===== src/hw/rtl/krq_pkg.sv =====
// Types and constants shared by the keyed response queue modules
package krq_pkg;

  localparam int ID_W   = 11;
  localparam int LEN_W  = 4;
  localparam int DATA_W = 64;
  localparam int NODE_W = 7;
  localparam int KEY_W  = 12;
  localparam int IDX_W  = 16;
  localparam int CFG_AW = 3;
  localparam int CFG_DW = 32;

  localparam logic             OP_PUSH = 1'b0;
  localparam logic             OP_TAKE = 1'b1;
  localparam logic [CFG_AW-3:0] REG_RESPONSE_ID_BASE = 1'b0;
  localparam logic [ID_W-1:0]  BASE_RESET = 11'd1408;

  typedef struct packed {
    logic [ID_W-1:0]   id;
    logic [LEN_W-1:0]  len;
    logic [DATA_W-1:0] data;
  } entry_t;

  typedef enum logic [2:0] {
    ST_IDLE,
    ST_PUSH,
    ST_SCAN,
    ST_COMPACT,
    ST_FINISH
  } state_t;

  typedef struct packed {
    logic capture;   // latch the accepted transaction
    logic push;      // append frame, drop oldest if full
    logic scan;      // search step
    logic hit_take;  // latch the matching entry, start compaction
    logic compact;   // move step
    logic remove;    // shrink queue by one
    logic load_out;  // move result into output register
  } cmd_t;

  typedef struct packed {
    logic hit;      // compared entry matches
    logic drained;  // nothing left to issue, nothing in flight
  } sts_t;

endpackage


===== src/hw/rtl/keyed_response_queue.sv =====
// Keyed response queue: a ring of up to QUEUE_DEPTH received CAN frames in arrival
// order. A push transaction appends a frame (dropping the oldest when full). A take
// transaction reads the stored frames one per cycle from oldest to newest through
// the single read port of the frame memory until the first whose identifier equals
// response_id_base + node and whose bytes 1-2 equal want_index, then moves each
// later frame down one place, again one per cycle. One transaction is processed at
// a time; a new one is taken while the previous result still waits in the output
// register. response_id_base is at address 0.
module keyed_response_queue #(
  parameter int QUEUE_DEPTH = 32
) (
  input  logic                               clk,
  input  logic                               rst_n,
  input  logic                               in_valid,
  output logic                               in_stall,
  input  logic                               in_op,
  input  logic [krq_pkg::ID_W-1:0]           in_frame_id,
  input  logic [krq_pkg::LEN_W-1:0]          in_frame_len,
  input  logic [krq_pkg::DATA_W-1:0]         in_frame_data,
  input  logic [krq_pkg::NODE_W-1:0]         in_node,
  input  logic [krq_pkg::IDX_W-1:0]          in_want_index,
  output logic                               out_valid,
  input  logic                               out_stall,
  output logic                               out_found,
  output logic                               out_dropped_oldest,
  output logic [krq_pkg::ID_W-1:0]           out_id,
  output logic [krq_pkg::LEN_W-1:0]          out_len,
  output logic [krq_pkg::DATA_W-1:0]         out_data,
  output logic [$clog2(QUEUE_DEPTH+1)-1:0]   out_fill_count,
  input  logic                               cfg_psel,
  input  logic                               cfg_penable,
  input  logic                               cfg_pwrite,
  input  logic [krq_pkg::CFG_AW-1:0]         cfg_paddr,
  input  logic [krq_pkg::CFG_DW-1:0]         cfg_pwdata,
  output logic [krq_pkg::CFG_DW-1:0]         cfg_prdata,
  output logic                               cfg_pready
);
  import krq_pkg::*;

  logic [ID_W-1:0] base_r;
  logic            sel_base;
  cmd_t            cmd;
  sts_t            sts;

  assign sel_base   = (cfg_paddr[CFG_AW-1:2] == REG_RESPONSE_ID_BASE);
  assign cfg_pready = 1'b1;
  assign cfg_prdata = sel_base ? CFG_DW'(base_r) : '0;

  always_ff @(posedge clk) begin
    if (!rst_n) begin
      base_r <= BASE_RESET;
    end else if (cfg_psel && cfg_penable && cfg_pwrite && sel_base) begin
      base_r <= cfg_pwdata[ID_W-1:0];
    end
  end

  krq_ctrl u_ctrl (
    .clk       (clk),
    .rst_n     (rst_n),
    .in_valid  (in_valid),
    .in_op     (in_op),
    .in_stall  (in_stall),
    .out_stall (out_stall),
    .out_valid (out_valid),
    .sts       (sts),
    .cmd       (cmd)
  );

  krq_dpath #(
    .QUEUE_DEPTH (QUEUE_DEPTH)
  ) u_dpath (
    .clk                (clk),
    .rst_n              (rst_n),
    .in_frame_id        (in_frame_id),
    .in_frame_len       (in_frame_len),
    .in_frame_data      (in_frame_data),
    .in_node            (in_node),
    .in_want_index      (in_want_index),
    .base               (base_r),
    .cmd                (cmd),
    .sts                (sts),
    .out_found          (out_found),
    .out_dropped_oldest (out_dropped_oldest),
    .out_id             (out_id),
    .out_len            (out_len),
    .out_data           (out_data),
    .out_fill_count     (out_fill_count)
  );

endmodule


===== src/hw/rtl/krq_ctrl.sv =====
// Controller state machine of the keyed response queue
module krq_ctrl (
  input  logic           clk,
  input  logic           rst_n,
  input  logic           in_valid,
  input  logic           in_op,
  output logic           in_stall,
  input  logic           out_stall,
  output logic           out_valid,
  input  krq_pkg::sts_t  sts,
  output krq_pkg::cmd_t  cmd
);
  import krq_pkg::*;

  state_t state_r, state_nxt;
  logic   out_valid_r, out_valid_nxt;

  always_ff @(posedge clk) begin
    if (!rst_n) begin
      state_r     <= ST_IDLE;
      out_valid_r <= 1'b0;
    end else begin
      state_r     <= state_nxt;
      out_valid_r <= out_valid_nxt;
    end
  end

  always_comb begin
    state_nxt     = state_r;
    cmd           = '0;
    out_valid_nxt = out_valid_r && out_stall;
    unique case (state_r)
      ST_IDLE: begin
        if (in_valid) begin
          cmd.capture = 1'b1;
          state_nxt   = (in_op == OP_PUSH) ? ST_PUSH : ST_SCAN;
        end
      end
      ST_PUSH: begin
        cmd.push  = 1'b1;
        state_nxt = ST_FINISH;
      end
      ST_SCAN: begin
        cmd.scan = 1'b1;
        if (sts.hit) begin
          cmd.hit_take = 1'b1;
          state_nxt    = ST_COMPACT;
        end else if (sts.drained) begin
          state_nxt = ST_FINISH;
        end
      end
      ST_COMPACT: begin
        cmd.compact = 1'b1;
        if (sts.drained) begin
          cmd.remove = 1'b1;
          state_nxt  = ST_FINISH;
        end
      end
      ST_FINISH: begin
        // hold the result until the output register frees up
        if (!(out_valid_r && out_stall)) begin
          cmd.load_out  = 1'b1;
          out_valid_nxt = 1'b1;
          state_nxt     = ST_IDLE;
        end
      end
      default: state_nxt = ST_IDLE;
    endcase
  end

  assign in_stall  = (state_r != ST_IDLE);
  assign out_valid = out_valid_r;

endmodule


===== src/hw/rtl/krq_dpath.sv =====
// Datapath of the keyed response queue: frame memory, pointers, search and compaction
module krq_dpath #(
  parameter int QUEUE_DEPTH = 32
) (
  input  logic                                  clk,
  input  logic                                  rst_n,
  input  logic [krq_pkg::ID_W-1:0]              in_frame_id,
  input  logic [krq_pkg::LEN_W-1:0]             in_frame_len,
  input  logic [krq_pkg::DATA_W-1:0]            in_frame_data,
  input  logic [krq_pkg::NODE_W-1:0]            in_node,
  input  logic [krq_pkg::IDX_W-1:0]             in_want_index,
  input  logic [krq_pkg::ID_W-1:0]              base,
  input  krq_pkg::cmd_t                         cmd,
  output krq_pkg::sts_t                         sts,
  output logic                                  out_found,
  output logic                                  out_dropped_oldest,
  output logic [krq_pkg::ID_W-1:0]              out_id,
  output logic [krq_pkg::LEN_W-1:0]             out_len,
  output logic [krq_pkg::DATA_W-1:0]            out_data,
  output logic [$clog2(QUEUE_DEPTH+1)-1:0]      out_fill_count
);
  import krq_pkg::*;

  localparam int IW = $clog2(QUEUE_DEPTH);
  localparam int CW = $clog2(QUEUE_DEPTH + 1);

  function automatic logic [IW-1:0] slot_of(input logic [IW-1:0] pos,
                                            input logic [CW-1:0] off);
    logic [CW:0] sum;
    sum = (CW+1)'(pos) + (CW+1)'(off);
    if (sum >= (CW+1)'(QUEUE_DEPTH)) sum = sum - (CW+1)'(QUEUE_DEPTH);
    return sum[IW-1:0];
  endfunction

  function automatic logic [IW-1:0] inc_pos(input logic [IW-1:0] pos);
    return (pos == IW'(QUEUE_DEPTH - 1)) ? '0 : pos + 1'b1;
  endfunction

  function automatic logic [IW-1:0] dec_pos(input logic [IW-1:0] pos);
    return (pos == '0) ? IW'(QUEUE_DEPTH - 1) : pos - 1'b1;
  endfunction

  entry_t mem [QUEUE_DEPTH];

  logic [IW-1:0]    oldest_r, next_free_r;
  logic [CW-1:0]    held_r;
  logic [CW-1:0]    off_r;      // next offset to read
  logic [CW-1:0]    roff_r;     // offset of the entry in rd_data_r
  logic             rv_r;       // rd_data_r holds a fresh read
  entry_t           rd_data_r;
  entry_t           frm_r;
  logic [KEY_W-1:0] key_r;
  logic [IDX_W-1:0] want_r;
  logic             res_found_r, res_drop_r;
  entry_t           res_entry_r;

  logic             full;
  logic             issue;
  logic [IW-1:0]    rd_addr, mv_addr, mem_waddr;
  logic             mem_we;
  entry_t           mem_wdata;
  logic             match;

  assign full    = (held_r == CW'(QUEUE_DEPTH));
  assign issue   = (cmd.scan || cmd.compact) && !cmd.hit_take && (off_r < held_r);
  assign rd_addr = slot_of(oldest_r, off_r);
  assign mv_addr = slot_of(oldest_r, roff_r - CW'(1));
  assign match   = ({1'b0, rd_data_r.id} == key_r) && (rd_data_r.data[23:8] == want_r);

  assign sts.hit     = rv_r && match;
  assign sts.drained = !rv_r && (off_r >= held_r);

  assign mem_we    = cmd.push || (cmd.compact && rv_r);
  assign mem_waddr = cmd.push ? next_free_r : mv_addr;
  assign mem_wdata = cmd.push ? frm_r : rd_data_r;

  always_ff @(posedge clk) begin
    if (mem_we) begin
      mem[mem_waddr] <= mem_wdata;
    end
    if (issue) begin
      rd_data_r <= mem[rd_addr];
      roff_r    <= off_r;
    end
  end

  always_ff @(posedge clk) begin
    if (!rst_n) begin
      oldest_r    <= '0;
      next_free_r <= '0;
      held_r      <= '0;
      off_r       <= '0;
      rv_r        <= 1'b0;
    end else begin
      if (cmd.capture) begin
        off_r <= '0;
        rv_r  <= 1'b0;
      end
      if (cmd.push) begin
        if (full) begin
          oldest_r <= inc_pos(oldest_r);
        end else begin
          held_r <= held_r + 1'b1;
        end
        next_free_r <= inc_pos(next_free_r);
      end
      // compaction starts at the entry after the hit
      if (cmd.hit_take) begin
        off_r <= roff_r + 1'b1;
        rv_r  <= 1'b0;
      end else if (cmd.scan || cmd.compact) begin
        rv_r <= issue;
        if (issue) begin
          off_r <= off_r + 1'b1;
        end
      end
      if (cmd.remove) begin
        held_r      <= held_r - 1'b1;
        next_free_r <= dec_pos(next_free_r);
      end
    end
  end

  always_ff @(posedge clk) begin
    if (cmd.capture) begin
      frm_r       <= '{id: in_frame_id, len: in_frame_len, data: in_frame_data};
      key_r       <= KEY_W'(base) + KEY_W'(in_node);
      want_r      <= in_want_index;
      res_found_r <= 1'b0;
      res_drop_r  <= 1'b0;
      res_entry_r <= '0;
    end
    if (cmd.push && full) begin
      res_drop_r <= 1'b1;
    end
    if (cmd.hit_take) begin
      res_found_r <= 1'b1;
      res_entry_r <= rd_data_r;
    end
    if (cmd.load_out) begin
      out_found          <= res_found_r;
      out_dropped_oldest <= res_drop_r;
      out_id             <= res_entry_r.id;
      out_len            <= res_entry_r.len;
      out_data           <= res_entry_r.data;
      out_fill_count     <= held_r;
    end
  end

endmodule


===== config.mk =====
export PLATFORM = sky130hd
export DESIGN_NAME = keyed_response_queue
export DESIGN_NICKNAME = d
export VERILOG_FILES = /design/src/hw/rtl/krq_pkg.sv /design/src/hw/rtl/keyed_response_queue.sv /design/src/hw/rtl/krq_ctrl.sv /design/src/hw/rtl/krq_dpath.sv
export SDC_FILE = /design/constraint.sdc
export NUM_CORES = 2
export LEC_CHECK = 0
export ABC_AREA = 1
export BUFFER_PORTS_ARGS = -buffer_cell sky130_fd_sc_hd__buf_2
export CORE_MARGIN = 2
export CORE_UTILIZATION = 55
export CTS_BUF_LIST = sky130_fd_sc_hd__clkbuf_16
export CTS_CLUSTER_DIAMETER = 100
export DETAILED_ROUTE_END_ITERATION = 12
export PLACE_DENSITY = 0.7
export SLEW_MARGIN = 0
export SYNTH_ARGS = -nofsm -noshare
export SYNTH_HDL_FRONTEND = slang
export SYNTH_SLANG_ARGS = --single-unit

===== constraint.sdc =====
create_clock -name clk -period 7.2 [get_ports clk]
set_input_delay 1.08 -clock clk [delete_from_list [all_inputs] [get_ports clk]]
set_output_delay 1.08 -clock clk [all_outputs]
set_load 0.1 [all_outputs]

* Word level (Yosys, flattened, before mapping) *
Memories as Yosys holds them, arrays and structs flattened. A register that Yosys moved wholly into a read port is not among the register bits.
Cells that the tools add are included.

storage, ports and cells
  bits in registers = 319
  memory bits (writable) = 2,528
  bits of input ports = 145
  output and inout bits = 122
  memories = 1

operators by class
  equality and inequality tests = 12
  reduce and logical (&&, ||, !) cells = 25
  bitwise gates (word level) = 2
  muxes and demuxes = 39
  magnitude comparators = 4
  $add $sub $neg = 13

memory list
  name         depth  bits a word  read ports  clocked after Yosys merged registers in  write ports  line             text
  u_dpath.mem  32     79           1           1                                        1            krq_dpath.sv:43  entry_t mem [QUEUE_DEPTH];

operator list
  cell                   number
  $mux W79               3
  $mux W6                7
  $mux W5                8
  $add A6 B1 Y6 const B  3
  $eq A16 B16 Y1         1
  $pmux W3 S5            1
  $sub A5 B1 Y5 const B  3
  $add A5 B6 Y7          2
  $ge A7 B6 Y1 const B   2
  $add A11 B7 Y12        1
  $eq A11 B12 Y1         1
  $mux W1                12
  $mux W3                4
  $sub A6 B1 Y6 const B  2
  $logic_and A1 B1 Y1    11
  $mux W11               1
  $add A5 B1 Y5 const B  2
  $eq A5 B5 Y1 const B   2
  $eq A3 B2 Y1 const B   2
  $eq A6 B6 Y1 const B   1
  $ge A6 B6 Y1           1
  $lt A6 B6 Y1           1
  $mux W2                3
  $ne A2 B2 Y1 const B   3
  other kinds (11)       18

* Depth between registers and ports, before layout *
  depth after elaboration = 11
  depth in mapped cells = 16
  gate-level depth less buffers = 16

* Cells and area by module *
From an unflattened synthesis, not the netlist that was laid out.

second synthesis, totals
  cells, all modules = 9,269
  area, all modules = 116,354.1 sq um

by module, submodules not included
  module                cells an instance  area an instance (sq um)  times used
  krq_dpath             9,106              115,366.9                 1
  keyed_response_queue  117                724.4                     1
  krq_ctrl              46                 262.8                     1

* Least setup slack after synthesis *
No wires, ideal clock.

  path type = reg2reg
  start = register u_dpath.held_r[1]
  end = register u_dpath.rd_data_r[0] (netlist name)
  setup time = 556 ps
  required time = 6,644 ps
  arrival = 5,490 ps
  stages on the path, launching flop included = 9
  setup slack = 1,154 ps
  path through = dfxtp_1 inv_1 ha_1 inv_1 nor2_1 o21ai_0 nand3_1 clkbuf_1 a21oi_1

on the way
  word-level cells in the longest chain between the ends = 2

ends and longest elaborated chain
  item                    line              text
  start, declared         krq_dpath.sv:46   logic [CW-1:0] held_r;
  start signal, assigned  krq_dpath.sv:103  held_r <= held_r + 1'b1;
  start signal, assigned  krq_dpath.sv:118  held_r <= held_r - 1'b1;
  $lt A6 B6 Y1            krq_dpath.sv:65   assign issue = (cmd.scan || cmd.compact) && !cmd.hit_take && (off_r < held_r);
  $logic_and A1 B1 Y1     krq_dpath.sv:65

Every way passes these cells.
A chain may end at the register's enable or synchronous reset.

* Worst setup path after layout *
  start = register u_dpath.roff_r[0]
  end = memory u_dpath.mem[22][38] in the netlist's numbering, enable pin

on the way
  word-level cells in the longest chain between the ends = 5
  elaborated cells between the ends (all ways) = 6

ends and longest elaborated chain
  item                                                  line             text
  start, declared                                       krq_dpath.sv:48  logic [CW-1:0] roff_r;
  start signal, assigned                                krq_dpath.sv:83  roff_r <= off_r;
  $sub A6 B1 Y6 (*)                                     krq_dpath.sv:67  assign mv_addr = slot_of(oldest_r, roff_r - CW'(1));
  $add A5 B6 Y7 (*)                                     krq_dpath.sv:30  sum = (CW+1)'(pos) + (CW+1)'(off);
  $ge A7 B6 Y1 / $sub A5 B1 Y5 (equally long branches)  krq_dpath.sv:31  if (sum >= (CW+1)'(QUEUE_DEPTH)) sum = sum - (CW+1)'(QUEUE_DEPTH);
  $mux W5 (*)                                           krq_dpath.sv:31
  $mux W5 (*)                                           krq_dpath.sv:74  assign mem_waddr = cmd.push ? next_free_r : mv_addr;
  end, declared                                         krq_dpath.sv:43

Every way passes the cells marked *; elsewhere a longest branch is shown, timed or not.

==> flow_summary.toml <==
[floorplanning]
rows = 168
core_um2 = 209000
start_util = 0.553
boundaryPins = 267
die_y_um = 463
dieArea_um2 = 214000
die_x_um = 463

[yosys]
ys.flop_type = "edfxtp_1"
ys_ff_latch = 2926
yosys_warnings = 0
ys_types = 36
synth-edff-count = 2886
avgSynthCellArea_um2 = 13.1
synthArstFlopShare = 0
synthCells = 8817
synthesis.area_um2 = 116000
yosysSeqAreaShare = 0.756

[global_route]
grt_use_total = 0.276
grt_pass1_vias = 69384
antenna_found_initial = 5
grt_max_degree = 221
overflow = 0
grt_pass1_wl_um = 445000

[job]
maxCapViolCount = 0

[timing]
tightest_slew_ns = 1.36
finalHoldViolations = 0
period_needed_ns = 4.59
setup_violations = 0
fmax_ghz = 0.218
finalWorstSetupSlack_ns = 2.61
slew_headroom = 0.0931
finalCritPeriodShare = 0.637
fin_tns_setup_ns = 0
slew_viol_final = 0
rsz0062_at_grt = "false"
clock_skew_ns = 0.0601

[cells_and_area]
fin_nets = 9110
fillerInstances = 15259
final_common_cell = "edfxtp_1"
final_util = 0.617
drive_gt1_frac = 0.0960
syn_to_final_growth_pct = 11.7
area.sequential_um2 = 87500
mostFrequentLayoutCells = "edfxtp_1, nor2_1, o21ai_0, o211ai_1, nand3_1"
layoutNonFillerInstCount = 11949
multi_input_area_um2 = 25400
fin_area_um2 = 129000

[clock_network]
htreeDepth = 5
cts_buffers = 301
tritoncts = "yes"
cts-root-buf = "clkbuf_16"
cts_resized = 0
clk_latency_ns = 0.95
cts_hold_buf = 0
clk_pin_slew_ns = 0.06
cts_sinks = 2926
cts_setup_buffers = 0
cts.path.max_buffers = 4

[routing]
ant_nets = 0
vias = 73129
vias_per_cell = 6.12
wl_per_cell_um = 25.4
drc = 0
dr.pass1.iters = 7
routed_wl_um = 304000
first_iter_violations = 10356

[worst_setup_path]
crit_type = "reg -> reg"
cp.required_ns = 7.75
cp-end-kind = "register"
worst-path-max-fanout = 39
critPathArrivalTime_ns = 5.13
startpoint_type = "register"

[run_status]
status = "finished clean"

[power_and_ir_drop]
peakVddDrop_v = 0.000287
power_leakage_nw = 42.8
powerDensity_nw_per_um2 = 305

[place]
dpl_cell_area_um2 = 120000
dp_cells = 11430
gp_congestion = 0.868
portBuffers = 221
hpwl_um = 146000
dp_slack_ns = 2.69

[worst_hold_path]
hp-class = "in -> reg"
## per-layer routing
layer | share of wire | up-vias | global-route usage
li1 | - | 32449 | -
met1 | 0.40 | 36154 | 0.387
met2 | 0.47 | 3867 | 0.439
met3 | 0.094 | 657 | 0.0444
met4 | 0.038 | 2 | 0.106
met5 | 0.00061 | - | 0
## final timing paths
kind	from	to	slack (ns)	cells past startpoint
worst max-delay path	u_dpath.roff_r[0]	u_dpath.mem[22][38]	2.61	9
worst min-delay path	in_frame_data[30]	u_dpath.frm_r[30]	0.31	1
worst max register to register	u_dpath.roff_r[0]	u_dpath.mem[22][38]	2.61	9
worst min register to register	u_dpath.res_entry_r[63]	u_dpath.out_data[63]	0.38	0
## synthesized netlist by cell type (3+ instances only)
| cell | count | share of area |
|---|---|---|
| nor3_1 | 7 | 0.00030 |
| inv_1 | 181 | 0.0059 |
| dfxtp_1 | 40 | 0.0069 |
| clkbuf_1 | 306 | 0.0099 |
| buf_2 | 211 | 0.0091 |
| o21ai_0 | 1292 | 0.056 |
| buf_6 | 15 | 0.0015 |
| xnor2_1 | 14 | 0.0011 |
| edfxtp_1 | 2886 | 0.75 |
| buf_4 | 26 | 0.0017 |
| o21ai_1 | 102 | 0.0044 |
| nand4_1 | 11 | 0.00059 |
| nand2_1 | 248 | 0.0080 |
| or2_1 | 78 | 0.0042 |
| fa_1 | 4 | 0.00069 |
| or2_2 | 3 | 0.00016 |
| nand3_1 | 362 | 0.016 |
| xor2_1 | 25 | 0.0019 |
| ha_1 | 33 | 0.0036 |
| a21oi_1 | 196 | 0.0085 |
| nor2_1 | 2079 | 0.067 |
| buf_1 | 42 | 0.0014 |
| inv_2 | 3 | 0.000097 |
| o211ai_1 | 634 | 0.041 |
## worst max-delay path, stage by stage (launching register included)
cell	delay [ns]
edfxtp_1	0.39
inv_1	0.10
ha_1	0.30
inv_1	0.07
fa_1	0.48
nand2_1	0.05
o21ai_0	0.27
nand3_1	0.79
nor2_4	0.92
buf_4	0.77
## cell families after synthesis
| logic type | count (synthesis) | synth area share |
|---|---|---|
| buf+inv | 785 | 0.0296 |
| other cells | 2 | 0.0000649 |
| compound gates | 2229 | 0.110 |
| simple gates | 2797 | 0.0969 |
| xor+xnor | 41 | 0.00323 |
| fa+ha+maj | 37 | 0.00426 |
| flops | 2926 | 0.756 |
## sequential cells by signal, indices dropped and copies added (netlist names), 3 cells and up
register and cells:
u_dpath.mem 2528, u_dpath.frm_r 79, u_dpath.out_id 11, u_dpath.held_r 6
u_dpath.rd_data_r 79, u_dpath.off_r 6, u_dpath.roff_r 6, u_ctrl.state_r 3
base_r 11, u_dpath.oldest_r 5, u_dpath.out_data 64, u_dpath.res_entry_r 79
u_dpath.out_len 4, u_dpath.key_r 12, u_dpath.out_fill_count 6, u_dpath.want_r 16
u_dpath.next_free_r 5
## through the flow
| step | hold WS, ns | power, mW |
|---|---|---|
| 2_1_floorplan | 0.400 | 23.3 |
| 3_3_place_gp | 0.401 | 24.7 |
| 3_5_place_dp | 0.405 | 24.8 |
| 4_1_cts | 0.248 | 39.5 |
| 5_1_grt | 0.276 | 40.5 |
| 6_report | 0.307 | 39.4 |
## final cells by class
cell class | instances | share of cell area
sequential | 2926 | 0.677
antenna | 2 | 0.0000387
timing repair buffer | 388 | 0.0221
multi-input combinational | 5126 | 0.197
tap | 2805 | 0.0272
clock buffer | 306 | 0.0593
inverter | 185 | 0.00563
clock inverter | 211 | 0.0123
## report_power, final
part | total (mW) | switching [mW] | internal (mW)
Combinational | 4.46 | 3.51 | 0.950
Sequential | 20.0 | 0.154 | 19.9
Clock | 14.9 | 6.31 | 8.54
Total | 39.4 | 9.97 | 29.4
Power figures use the tool's default switching activity.
